## src/sv/sha1_hash_macros.svh

```systemverilog
// ----------------------------------------------------------------------------
// SHA-1 hasher assertion macros
// Shared concurrent assertion forms, clocked on clk and disabled in reset.
// ----------------------------------------------------------------------------
`ifndef SHA1_HASH_MACROS_SVH
`define SHA1_HASH_MACROS_SVH
`ifndef NO_ASSERTIONS
// Property that must hold at every clock edge outside reset.
`define SHA1_ASSERT(label, prop, msg) \
  label: assert property (@(posedge clk) disable iff (rst) (prop)) else $error(msg);
// Condition in one cycle that forces a condition in the next one.
`define SHA1_ASSERT_NEXT(label, pre, post, msg) \
  label: assert property (@(posedge clk) disable iff (rst) (pre) |=> (post)) else $error(msg);
`else
`define SHA1_ASSERT(label, prop, msg)
`define SHA1_ASSERT_NEXT(label, pre, post, msg)
`endif
`endif

```

## src/sv/sha1_pkg.sv

```systemverilog
// ----------------------------------------------------------------------------
// SHA-1 hasher package
// Types, round constants and sequencing codes shared by the hasher modules.
// ----------------------------------------------------------------------------
package sha1_pkg;

  localparam int BLOCK_BITS   = 512;
  localparam int DIGEST_BITS  = 160;
  localparam int DIGEST_BYTES = 20;

  // Initial chaining value.
  localparam logic [31:0] IV0 = 32'h67452301;
  localparam logic [31:0] IV1 = 32'hEFCDAB89;
  localparam logic [31:0] IV2 = 32'h98BADCFE;
  localparam logic [31:0] IV3 = 32'h10325476;
  localparam logic [31:0] IV4 = 32'hC3D2E1F0;

  // Round constants, one for each group of twenty rounds.
  localparam logic [31:0] K0 = 32'h5A827999;
  localparam logic [31:0] K1 = 32'h6ED9EBA1;
  localparam logic [31:0] K2 = 32'h8F1BBCDC;
  localparam logic [31:0] K3 = 32'hCA62C1D6;

  localparam logic [6:0] ROUND_GROUP1 = 7'd20;
  localparam logic [6:0] ROUND_GROUP2 = 7'd40;
  localparam logic [6:0] ROUND_GROUP3 = 7'd60;
  localparam logic [6:0] LAST_ROUND   = 7'd79;

  localparam logic [7:0] PAD_BYTE       = 8'h80;
  localparam logic [5:0] FILL_LAST      = 6'd63;
  localparam logic [5:0] FILL_PAD_END   = 6'd55;
  localparam logic [5:0] FILL_LEN_START = 6'd56;
  localparam logic [4:0] LAST_OUT       = 5'd19;

  // One queued command: a message byte, an end mark, or both.
  typedef struct packed {
    logic [7:0] data_byte;
    logic       byte_valid;
    logic       end_of_message;
  } cmd_t;

  // Requests from the sequencer to the compression unit.
  typedef struct packed {
    logic start;
    logic iv_load;
  } core_ctrl_t;

  typedef enum logic [1:0] {
    CORE_IDLE,
    CORE_RUN,
    CORE_FOLD
  } core_state_t;

  typedef enum logic [2:0] {
    ST_ABSORB,
    ST_PAD80,
    ST_PADZ,
    ST_LEN,
    ST_WAIT,
    ST_OUT
  } back_state_t;

endpackage

```

## src/sv/sha1_front.sv

```systemverilog
// ----------------------------------------------------------------------------
// SHA-1 front end
// Accepts input items, drops idle ones and queues the rest for the sequencer.
// ----------------------------------------------------------------------------
module sha1_front
  import sha1_pkg::*;
#(
  parameter int DEPTH = 4
) (
  input  logic       clk,
  input  logic       rst,
  input  logic       push,
  output logic       full,
  input  logic [7:0] data_byte,
  input  logic       byte_valid,
  input  logic       end_of_message,
  output logic       cmd_valid,
  output cmd_t       cmd,
  input  logic       cmd_pop
);

  localparam int PTR_W = (DEPTH > 1) ? $clog2(DEPTH) : 1;
  localparam int CNT_W = $clog2(DEPTH + 1);

  cmd_t             queue [DEPTH];
  logic [PTR_W-1:0] wr_ptr;
  logic [PTR_W-1:0] rd_ptr;
  logic [CNT_W-1:0] count;
  logic             wr_en;
  logic             rd_en;

  assign full      = (count == CNT_W'(DEPTH));
  assign cmd_valid = (count != '0);
  assign cmd       = queue[rd_ptr];

  // An item with neither a byte nor an end mark is taken and dropped here.
  assign wr_en = push && !full && (byte_valid || end_of_message);
  assign rd_en = cmd_pop && cmd_valid;

  always_ff @(posedge clk) begin
    if (rst) begin
      wr_ptr <= '0;
      rd_ptr <= '0;
      count  <= '0;
    end else begin
      if (wr_en) begin
        wr_ptr <= (wr_ptr == PTR_W'(DEPTH - 1)) ? '0 : wr_ptr + PTR_W'(1);
      end
      if (rd_en) begin
        rd_ptr <= (rd_ptr == PTR_W'(DEPTH - 1)) ? '0 : rd_ptr + PTR_W'(1);
      end
      case ({wr_en, rd_en})
        2'b10:   count <= count + CNT_W'(1);
        2'b01:   count <= count - CNT_W'(1);
        default: count <= count;
      endcase
    end
  end

  always_ff @(posedge clk) begin
    if (wr_en) begin
      queue[wr_ptr] <= '{data_byte: data_byte, byte_valid: byte_valid,
                         end_of_message: end_of_message};
    end
  end

endmodule

```

## src/sv/sha1_core.sv

```systemverilog
// ----------------------------------------------------------------------------
// SHA-1 compression unit
// Runs the 80 rounds of one block, one round per cycle, and holds the chain.
// ----------------------------------------------------------------------------
`include "sha1_hash_macros.svh"

module sha1_core
  import sha1_pkg::*;
(
  input  logic                   clk,
  input  logic                   rst,
  input  core_ctrl_t             ctrl,
  input  logic [BLOCK_BITS-1:0]  block,
  output logic                   busy,
  output logic [DIGEST_BITS-1:0] digest
);

  core_state_t state;
  core_state_t state_next;

  logic [31:0] h [5];
  logic [31:0] a, b, c, d, e;
  logic [31:0] sched [16];
  logic [6:0]  round;
  logic [31:0] mix;
  logic [31:0] w_new;
  logic [31:0] f;
  logic [31:0] k;
  logic [31:0] temp;

  assign digest = {h[0], h[1], h[2], h[3], h[4]};

  always_comb begin
    state_next = state;
    case (state)
      CORE_IDLE: if (ctrl.start) state_next = CORE_RUN;
      CORE_RUN:  if (round == LAST_ROUND) state_next = CORE_FOLD;
      CORE_FOLD: state_next = CORE_IDLE;
      default:   state_next = CORE_IDLE;
    endcase
  end

  always_comb begin
    busy = (state != CORE_IDLE);
  end

  // The schedule is a sliding window: sched[0] is always the word of this round.
  always_comb begin
    mix   = sched[13] ^ sched[8] ^ sched[2] ^ sched[0];
    w_new = {mix[30:0], mix[31]};
    if (round < ROUND_GROUP1) begin
      f = (b & c) | (~b & d);
      k = K0;
    end else if (round < ROUND_GROUP2) begin
      f = b ^ c ^ d;
      k = K1;
    end else if (round < ROUND_GROUP3) begin
      f = (b & c) | (b & d) | (c & d);
      k = K2;
    end else begin
      f = b ^ c ^ d;
      k = K3;
    end
    temp = {a[26:0], a[31:27]} + f + e + k + sched[0];
  end

  always_ff @(posedge clk) begin
    if (rst) begin
      state <= CORE_IDLE;
      round <= '0;
      h[0]  <= IV0;
      h[1]  <= IV1;
      h[2]  <= IV2;
      h[3]  <= IV3;
      h[4]  <= IV4;
    end else begin
      state <= state_next;
      if (state == CORE_RUN) begin
        round <= round + 7'd1;
      end else begin
        round <= '0;
      end
      if (ctrl.iv_load) begin
        h[0] <= IV0;
        h[1] <= IV1;
        h[2] <= IV2;
        h[3] <= IV3;
        h[4] <= IV4;
      end else if (state == CORE_FOLD) begin
        h[0] <= h[0] + a;
        h[1] <= h[1] + b;
        h[2] <= h[2] + c;
        h[3] <= h[3] + d;
        h[4] <= h[4] + e;
      end
    end
  end

  always_ff @(posedge clk) begin
    if (state == CORE_IDLE && ctrl.start) begin
      for (int j = 0; j < 16; j++) begin
        sched[j] <= block[BLOCK_BITS-1-32*j -: 32];
      end
      a <= h[0];
      b <= h[1];
      c <= h[2];
      d <= h[3];
      e <= h[4];
    end else if (state == CORE_RUN) begin
      for (int j = 0; j < 15; j++) begin
        sched[j] <= sched[j+1];
      end
      sched[15] <= w_new;
      e <= d;
      d <= c;
      c <= {b[1:0], b[31:2]};
      b <= a;
      a <= temp;
    end
  end

  `SHA1_ASSERT(a_start_when_idle, !ctrl.start || (state == CORE_IDLE), "block start while busy")
  `SHA1_ASSERT(a_iv_when_idle, !ctrl.iv_load || (state == CORE_IDLE), "chain reload while busy")
  `SHA1_ASSERT_NEXT(a_fold_after_last, (state == CORE_RUN) && (round == LAST_ROUND), state == CORE_FOLD, "no fold after the last round")

endmodule

```

## src/sv/sha1_back.sv

```systemverilog
// ----------------------------------------------------------------------------
// SHA-1 sequencer
// Packs bytes into the block buffer, pads the message and emits the digest.
// ----------------------------------------------------------------------------
`include "sha1_hash_macros.svh"

module sha1_back
  import sha1_pkg::*;
(
  input  logic                   clk,
  input  logic                   rst,
  input  logic                   cmd_valid,
  input  cmd_t                   cmd,
  output logic                   cmd_pop,
  output core_ctrl_t             core_ctrl,
  output logic [BLOCK_BITS-1:0]  core_block,
  input  logic                   core_busy,
  input  logic [DIGEST_BITS-1:0] digest,
  output logic [7:0]             digest_byte,
  output logic                   digest_last,
  output logic                   empty,
  input  logic                   pop
);

  back_state_t state;
  back_state_t state_next;

  logic [BLOCK_BITS-1:0] block_buf;
  logic [5:0]            fill;
  logic [63:0]           bit_length;
  logic [4:0]            out_cnt;
  logic                  out_valid;
  logic                  put_ok;
  logic                  put_en;
  logic [7:0]            put_data;
  logic                  len_add;
  logic                  slot_free;
  logic                  out_load;
  logic                  msg_done;
  logic [7:0][7:0]       len_bytes;
  logic [DIGEST_BYTES-1:0][7:0] dig_bytes;

  assign len_bytes  = bit_length;
  assign dig_bytes  = digest;
  assign empty      = !out_valid;
  assign slot_free  = !out_valid || pop;
  // The byte that completes a block must wait until the compressor is free.
  assign put_ok     = !((fill == FILL_LAST) && core_busy);
  assign core_block = {block_buf[BLOCK_BITS-9:0], put_data};

  always_comb begin
    state_next = state;
    case (state)
      ST_ABSORB: begin
        if (cmd_valid && (!cmd.byte_valid || put_ok) && cmd.end_of_message) begin
          state_next = ST_PAD80;
        end
      end
      ST_PAD80: begin
        if (put_ok) state_next = (fill == FILL_PAD_END) ? ST_LEN : ST_PADZ;
      end
      ST_PADZ: begin
        if (put_ok && (fill == FILL_PAD_END)) state_next = ST_LEN;
      end
      ST_LEN: begin
        if (put_ok && (fill == FILL_LAST)) state_next = ST_WAIT;
      end
      ST_WAIT: begin
        if (!core_busy) state_next = ST_OUT;
      end
      ST_OUT: begin
        if (slot_free && (out_cnt == LAST_OUT)) state_next = ST_ABSORB;
      end
      default: state_next = ST_ABSORB;
    endcase
  end

  always_comb begin
    cmd_pop  = 1'b0;
    put_en   = 1'b0;
    put_data = '0;
    len_add  = 1'b0;
    out_load = 1'b0;
    msg_done = 1'b0;
    case (state)
      ST_ABSORB: begin
        cmd_pop  = cmd_valid && (!cmd.byte_valid || put_ok);
        put_en   = cmd_pop && cmd.byte_valid;
        put_data = cmd.data_byte;
        len_add  = put_en;
      end
      ST_PAD80: begin
        put_en   = put_ok;
        put_data = PAD_BYTE;
      end
      ST_PADZ: begin
        put_en = put_ok;
      end
      ST_LEN: begin
        put_en   = put_ok;
        put_data = len_bytes[~fill[2:0]];
      end
      ST_OUT: begin
        out_load = slot_free;
        msg_done = slot_free && (out_cnt == LAST_OUT);
      end
      default: begin
        put_en = 1'b0;
      end
    endcase
  end

  always_comb begin
    core_ctrl.start   = put_en && (fill == FILL_LAST);
    core_ctrl.iv_load = msg_done;
  end

  always_ff @(posedge clk) begin
    if (rst) begin
      state      <= ST_ABSORB;
      fill       <= '0;
      bit_length <= '0;
      out_cnt    <= '0;
      out_valid  <= 1'b0;
    end else begin
      state <= state_next;
      if (put_en) begin
        fill <= fill + 6'd1;
      end
      if (msg_done) begin
        bit_length <= '0;
      end else if (len_add) begin
        bit_length <= bit_length + 64'd8;
      end
      if (state == ST_WAIT) begin
        out_cnt <= '0;
      end else if (out_load) begin
        out_cnt <= out_cnt + 5'd1;
      end
      if (out_load) begin
        out_valid <= 1'b1;
      end else if (pop) begin
        out_valid <= 1'b0;
      end
    end
  end

  always_ff @(posedge clk) begin
    if (put_en) begin
      block_buf <= core_block;
    end
    if (out_load) begin
      digest_byte <= dig_bytes[5'(DIGEST_BYTES - 1) - out_cnt];
      digest_last <= (out_cnt == LAST_OUT);
    end
  end

  `SHA1_ASSERT(a_len_in_tail, (state != ST_LEN) || (fill >= FILL_LEN_START), "length bytes outside the block tail")
  `SHA1_ASSERT(a_out_core_idle, (state != ST_OUT) || !core_busy, "digest read while compressing")
  `SHA1_ASSERT_NEXT(a_msg_cleared, msg_done, (bit_length == 64'd0) && (fill == 6'd0), "message state not cleared")

endmodule

```

## src/sv/sha1_hash.sv

```systemverilog
// ----------------------------------------------------------------------------
// SHA-1 streaming hasher
// Hashes a byte stream and returns the 20-byte digest after each message.
// ----------------------------------------------------------------------------
//
// Channel   Direction  Handshake      Payload
// input     in         push / full    data_byte, byte_valid, end_of_message
// result    out        pop / empty    digest_byte, digest_last
//
// The sequencer packs message bytes one at a time. A full block starts a
// compression (80 rounds and a chaining add), during which the next block
// keeps filling. The byte that closes the next block is handed over once the
// chaining add is done, so long messages overlap filling and compression.
// The end of a message costs 9 to 72 padding bytes, the wait for the last
// compression and the 20 digest bytes.
// Reset is synchronous and returns the chain to the initial vector at once.
// full rises when the input queue holds QUEUE_DEPTH items; the sequencer
// stalls when a block completes while the compressor is still busy, or when
// a digest byte is not popped.
//
// Structure: the front end takes every transfer, drops items that carry
// neither a byte nor an end mark, and queues the rest. The sequencer packs
// bytes into a 64-byte shift buffer, appends the padding and bit length,
// hands each full block to the compression unit and streams the digest out
// through an output register. The compression unit keeps its own copy of the
// block as a sliding 16-word schedule window, so the buffer is free again as
// soon as a block is handed over.
// ----------------------------------------------------------------------------
module sha1_hash
  import sha1_pkg::*;
#(
  parameter int QUEUE_DEPTH = 4
) (
  input  logic       clk,
  input  logic       rst,
  input  logic       push,
  output logic       full,
  input  logic [7:0] data_byte,
  input  logic       byte_valid,
  input  logic       end_of_message,
  input  logic       pop,
  output logic       empty,
  output logic [7:0] digest_byte,
  output logic       digest_last
);

  logic                   cmd_valid;
  cmd_t                   cmd;
  logic                   cmd_pop;
  core_ctrl_t             core_ctrl;
  logic [BLOCK_BITS-1:0]  core_block;
  logic                   core_busy;
  logic [DIGEST_BITS-1:0] digest;

  // Input queue; idle items are taken here and never reach the sequencer.
  sha1_front #(
    .DEPTH(QUEUE_DEPTH)
  ) u_front (
    .clk           (clk),
    .rst           (rst),
    .push          (push),
    .full          (full),
    .data_byte     (data_byte),
    .byte_valid    (byte_valid),
    .end_of_message(end_of_message),
    .cmd_valid     (cmd_valid),
    .cmd           (cmd),
    .cmd_pop       (cmd_pop)
  );

  // Byte packing, padding and digest output.
  sha1_back u_back (
    .clk        (clk),
    .rst        (rst),
    .cmd_valid  (cmd_valid),
    .cmd        (cmd),
    .cmd_pop    (cmd_pop),
    .core_ctrl  (core_ctrl),
    .core_block (core_block),
    .core_busy  (core_busy),
    .digest     (digest),
    .digest_byte(digest_byte),
    .digest_last(digest_last),
    .empty      (empty),
    .pop        (pop)
  );

  // Round engine and chaining words.
  sha1_core u_core (
    .clk   (clk),
    .rst   (rst),
    .ctrl  (core_ctrl),
    .block (core_block),
    .busy  (core_busy),
    .digest(digest)
  );

endmodule
```

## config.mk

```make
export PLATFORM = sky130hd
export DESIGN_NAME = sha1_hash
export DESIGN_NICKNAME = d
export VERILOG_FILES = /design/src/sv/sha1_pkg.sv /design/src/sv/sha1_front.sv /design/src/sv/sha1_core.sv /design/src/sv/sha1_back.sv /design/src/sv/sha1_hash.sv
export VERILOG_INCLUDE_DIRS = /design/src /design/src/sv
export SDC_FILE = /design/constraint.sdc
export NUM_CORES = 2
export LEC_CHECK = 0
export BUFFER_PORTS_ARGS = -buffer_cell sky130_fd_sc_hd__buf_2
export CELL_PAD_IN_SITES_DETAIL_PLACEMENT = 1
export CELL_PAD_IN_SITES_GLOBAL_PLACEMENT = 2
export CORE_MARGIN = 2
export CORE_UTILIZATION = 43
export DETAILED_ROUTE_END_ITERATION = 7
export MAX_ROUTING_LAYER = met4
export PLACE_DENSITY_LB_ADDON = 0.1
export SLEW_MARGIN = 20
export SYNTH_ARGS = -nofsm -noshare
export SYNTH_HDL_FRONTEND = slang
export SYNTH_HIERARCHICAL = 1
export SYNTH_SLANG_ARGS = --single-unit
```

## constraint.sdc

```tcl
create_clock -name clk -period 53.7 [get_ports clk]
set_input_delay 8.055 -clock clk [delete_from_list [all_inputs] [get_ports clk]]
set_output_delay 8.055 -clock clk [all_outputs]
set_load 0.005 [all_outputs]
```

# After elaboration in Yosys (flattened, before gate mapping)
# Memories as Yosys holds them, arrays and structs flattened. A register that Yosys moved wholly into a read port is not among the register bits.
# Cells that the tools add are included.
# W data, S select, Z words.
# word_totals
inputBits,14
mem_count,3
ram_bits,712
register_bits,768
output_inout_bits,11
# op_classes
addsub,18
eq_ne,24
reduce_logical,32
n_mux,86
bitwise,41
order_cmp,5
# mem_list
memory,depth,width,read_ports,rd_ports_with_merged_regs,wr,line_no,text
u_core.sched,16,32,16,0,16,sha1_core.sv:23,logic [31:0] sched [16];
u_core.h,5,32,5,0,5,sha1_core.sv:21,logic [31:0] h [5];
u_front.queue,4,10,1,1,1,sha1_front.sv:25,cmd_t queue [DEPTH];
# op_table
cell,count
$mux W32,41
$add A32 B32 Y32,9
$xor A32 B32 Y32,5
$and A32 B32 Y32,4
$or A32 B32 Y32,3
$add A64 B4 Y64 const B,1
$bmux W8 S5,1
$not A32 Y32,1
$mux W31,1
$or A1 B1 Y1,26
$bmux W8 S3,1
$pmux W8 S3,1
$mux W1,23
$mux W3,6
$pmux W3 S6,1
$mux W8,2
$lt A7 B6 Y1 const B,2
$eq A6 B6 Y1 const B,2
$logic_and A1 B1 Y1,12
$mux W2,6
$ne A2 B1 Y1 const B,6
$eq A3 B3 Y1 const B,3
$eq A2 B2 Y1 const B,4
$reduce_bool A2 Y1,4
other kinds (30),41

# Depth between registers and ports, before layout
# logic_depth
depth_word,12
mapped_depth,24

# Hierarchy
# The synthesis kept the hierarchy.
# by_module_without_submodules
mod,seq_area_each_um2,n_inst,cells_each,area_per_inst_um2
sha1_core,25164.1,1,3653,47621.9
sha1_back,16926.2,1,1164,21086.5
sha1_front,1381.3,1,108,1944.4

# Worst setup path after synthesis
# No wires, ideal clock.
# synth_timing
kind,reg2reg
startpoint,register (tool-made name)
endpoint,"register u_core.a[0], enable pin"
arrival_time_ns,49.932
path_stages_with_launch,11
setup_ns,0.765
path_slack_ns,3.003
cell_sequence,dfxtp_1 > buf_1 > mux4_2 > nand2_1 > a221oi_1 > and2_1 > inv_1 > nor2_1 > clkbuf_1 > buf_2 > or2_2
# synth_rtl
item,line_no,text
to (signal assigned),sha1_core.sv:104,a <= h[0];
to (signal assigned),sha1_core.sv:118,a <= temp;
to (decl),sha1_core.sv:22,"logic [31:0] a, b, c, d, e;"

==> key figures <==
Synth
  – FFs w/ async S/R, synth: 0
  – Post-synthesis compound-gate area fraction: 0.0714
  – Predominant post-synthesis flop cell: edfxtp_1
  – Mean Syn Cell Area: 14.3 µm²
  – Area share of fa/ha/maj cells after synthesis: 0.0720
  – Post-synth top area share: 0.589
  – Synth warnings: 6
  – Area contributors post-synth: edfxtp_1, mux2_2, ha_1
  – Largest family of logic cells by synthesized area: multiplexers
  – Post-synthesis simple-gate area fraction: 0.0590
  – Syn_nets: 5270
  – Post-Synthesis Cell Area: 70700 µm²
  – Synth cell types: 91
  – XOR/XNOR Fraction of Synth Area: 0.0368
  – Mux share of post-synthesis cell area: 0.120
  – Number of synthesized register bits: 1479
  – Mapped Cells: 4925
  – Number of synthesized flops with an enable pin: 1385
  – Seq/Total Area, Yosys: 0.615
  – Yosys top cell by area: edfxtp_1

Timing
  – Endpoints failing hold: 0
  – Setup TNS: 0 ps
  – Final Slew Violations: 0
  – Endpoints failing setup: 0
  – Fmax: 92.5 MHz
  – Fin worst setup slack: 42890 ps
  – RSZ-0062 raised after global routing: false
  – Slew @ Worst Pin: 1080 ps
  – Tcrit/Tclk final: 0.201
  – Crit path time final: 10810 ps
  – Slew HR: 0.273
  – Final Skew: 46.3 ps

Worst setup path
  – R2r worst-path depth: 22
  – Crit path launch type: input port
  – Crit path max fanout: 59
  – RR Startpoint: u_core/round[3]
  – FF-to-FF setup slack: 46180 ps
  – Crit Path Class: in2reg
  – WP data arrival: 11250 ps
  – Worst Setup EP: u_core/h[0][77]
  – Setup crit end kind: flop
  – RR Endpoint: u_core/a[30]
  – Required time worst endpoint: 54140 ps
  – Worst setup path start: pop

Global routing
  – Total track usage: 0.228
  – Initial antenna violation count: 1
  – Maximum number of pins on one net before global-route repair: 173
  – Vias in the first global route: 42100
  – First-pass GRT wire length: 278000 µm
  – GRT overflow: 0

Place
  – Post-DP HPWL: 127000 µm
  – Worst slack, placed: 42030 ps
  – Number of port buffers: 24
  – GPL Wtd Cong: 0.892
  – Placed cells: 6999

Layout
  – Layout area overhead: 11.5%
  – Layout Cells excl Fill: 7311
  – Layout filler cell count: 16000
  – Share of layout cells above drive strength 1: 0.200
  – Nets: 5337
  – Final core utilization: 0.483

Run
  – Max-Cap Viols: 0

Power and ir drop
  – VDD IR max: 0.0583 mV
  – PwrDens: 40.9 nW/µm²
  – Design Power: 3220 µW
  – Leak: 0.0270 µW

Min path
  – Hold WC Path Type: reg2reg

Floorplanning
  – Initial Util: 0.434
  – Core area: 163000 µm²
  – Num rows: 148
  – Die width: 409 µm
  – DIE HEIGHT: 409 µm
  – IO Pins: 25
  – Total die area: 168000 µm²

CTS
  – Root Buffer: clkbuf_16
  – Post-CTS Resized: 0
  – Clk sinks: 1479
  – Clk Latency, worst-skew pair: 830 ps
  – Post-CTS setup buffers: 0
  – Cts hold-fix bufs: 0
  – CTS clk-pin slew, worst paths: 60 ps
  – CTS tree: yes
  – Clk buf depth: 3
  – CTS buffer count: 165
  – Htree depth: 4

Detailed routing
  – Initial DRC Count: 2960
  – Residual DRC count: 0
  – Drt first pass iters: 5
  – Vias: 40300
  – DRT Wirelength: 183000 µm
  – Detailed-route wire length per cell: 25.1 µm
  – Via density: 5.51
  – Antenna viol nets, final: 0

Run status
  – Status: finished, final reports clean
## synth_stat cells (all sizes together) (71+ instances only)
master	instances
dfxtp	94
fa	126
nand3	71
edfxtp	1385
xnor2	201
ha	205
xor2	96
a21o	97
nor2	217
clkbuf	118
o21ai	231
inv	289
mux2	583
nand2	314
a21oi	196
## power by group
part	internal (µW)	switching, µW	leakage, µW	total, µW
clock network	649	483	0.00263	1130
logic	120	199	0.0108	319
registers	1650	124	0.0136	1770
total	2420	806	0.0270	3220
## flip-flops by register name, summed over array words and instances, names as in the netlist, 5 cells and up, named ones only
name and cells:
u_back/bit_length 61, u_back/out_cnt 5, u_core/e 32, u_core/d 32, u_core/sched 512, u_back/digest_byte 8, u_core/round 7, u_back/fill 6
u_core/b 32, u_back/block_buf 504, u_core/c 32, u_core/h 160, u_core/a 32, u_front/queue 40
## per-stage QoR
stage	area [µm²]	hold slack (ps)
finish	78800	414
global route	78800	419
CTS	78700	411
detailed placement	73300	429
global placement	73300	421
floorplan	70700	418
## worst max-delay path, cell delays in order
cell and delay, ps:
buf_2 70, nand2b_1 180, and3_1 890, and2_1 290, nor2_1 120, nand2_4 700, buf_4 780
## area by class of cell
cell class                      instances  area [µm²]  area share
Clock buffer                          204        4350      0.0552
Sequential cell                      1479       43500       0.552
Antenna cell                            3        7.51   0.0000953
Inverter                              291        1090      0.0139
Tap cell                             2175        2720      0.0346
Timing Repair Buffer                   71         556     0.00705
Multi-Input combinational cell       2984       25500       0.323
Clock inverter                        104        1090      0.0139
## how the worst min path moves through the flow
stage / startpoint / to / depth (start not counted)
3_5_place_dp: u_back/block_buf[183] / u_back/block_buf[191] / 0
6_report: u_back/block_buf[397] / u_back/block_buf[405] / 0
5_1_grt: u_back/block_buf[397] / u_back/block_buf[405] / 0
2_1_floorplan: u_core/round[0] / u_core/round[0] / 1
3_3_place_gp: u_back/block_buf[141] / u_back/block_buf[149] / 0
4_1_cts: u_back/block_buf[397] / u_back/block_buf[405] / 0
## cells in the final DEF, fill, tap and decap left out, drive strengths merged, types with 24 or more instances in the layout
cell / synthesis / routed
nand2b: 28 / 28
dfxtp: 94 / 94
inv: 289 / 294
nand3: 71 / 71
clkinv: 2 / 80
a21oi: 196 / 196
mux2: 583 / 583
mux4: 63 / 63
xnor2: 201 / 201
nor2: 217 / 217
a211oi: 24 / 24
or3: 24 / 24
ha: 205 / 205
mux2i: 50 / 50
nor3: 43 / 43
buf: 53 / 71
nand4: 39 / 39
edfxtp: 1385 / 1385
nand2: 314 / 314
o31ai: 26 / 26
xor2: 96 / 96
clkbuf: 118 / 204
a21o: 97 / 97
and3: 30 / 30
nor2b: 35 / 35
fa: 126 / 126
o21ai: 231 / 231
o21a: 32 / 32
## per-layer routing
layer / share of wire / track usage
met4: 0.025 / 0.0628
met3: 0.035 / 0.0269
met2: 0.46 / 0.345
met5: 0 / -
met1: 0.48 / 0.324
## kinds of logic after synthesis
logic type,after synthesis
compound gates,774
mux,696
fa+ha+maj,331
simple gates,886
buf+inv,462
xor+xnor,297
flops,1479
Power figures use the tool's default switching activity.
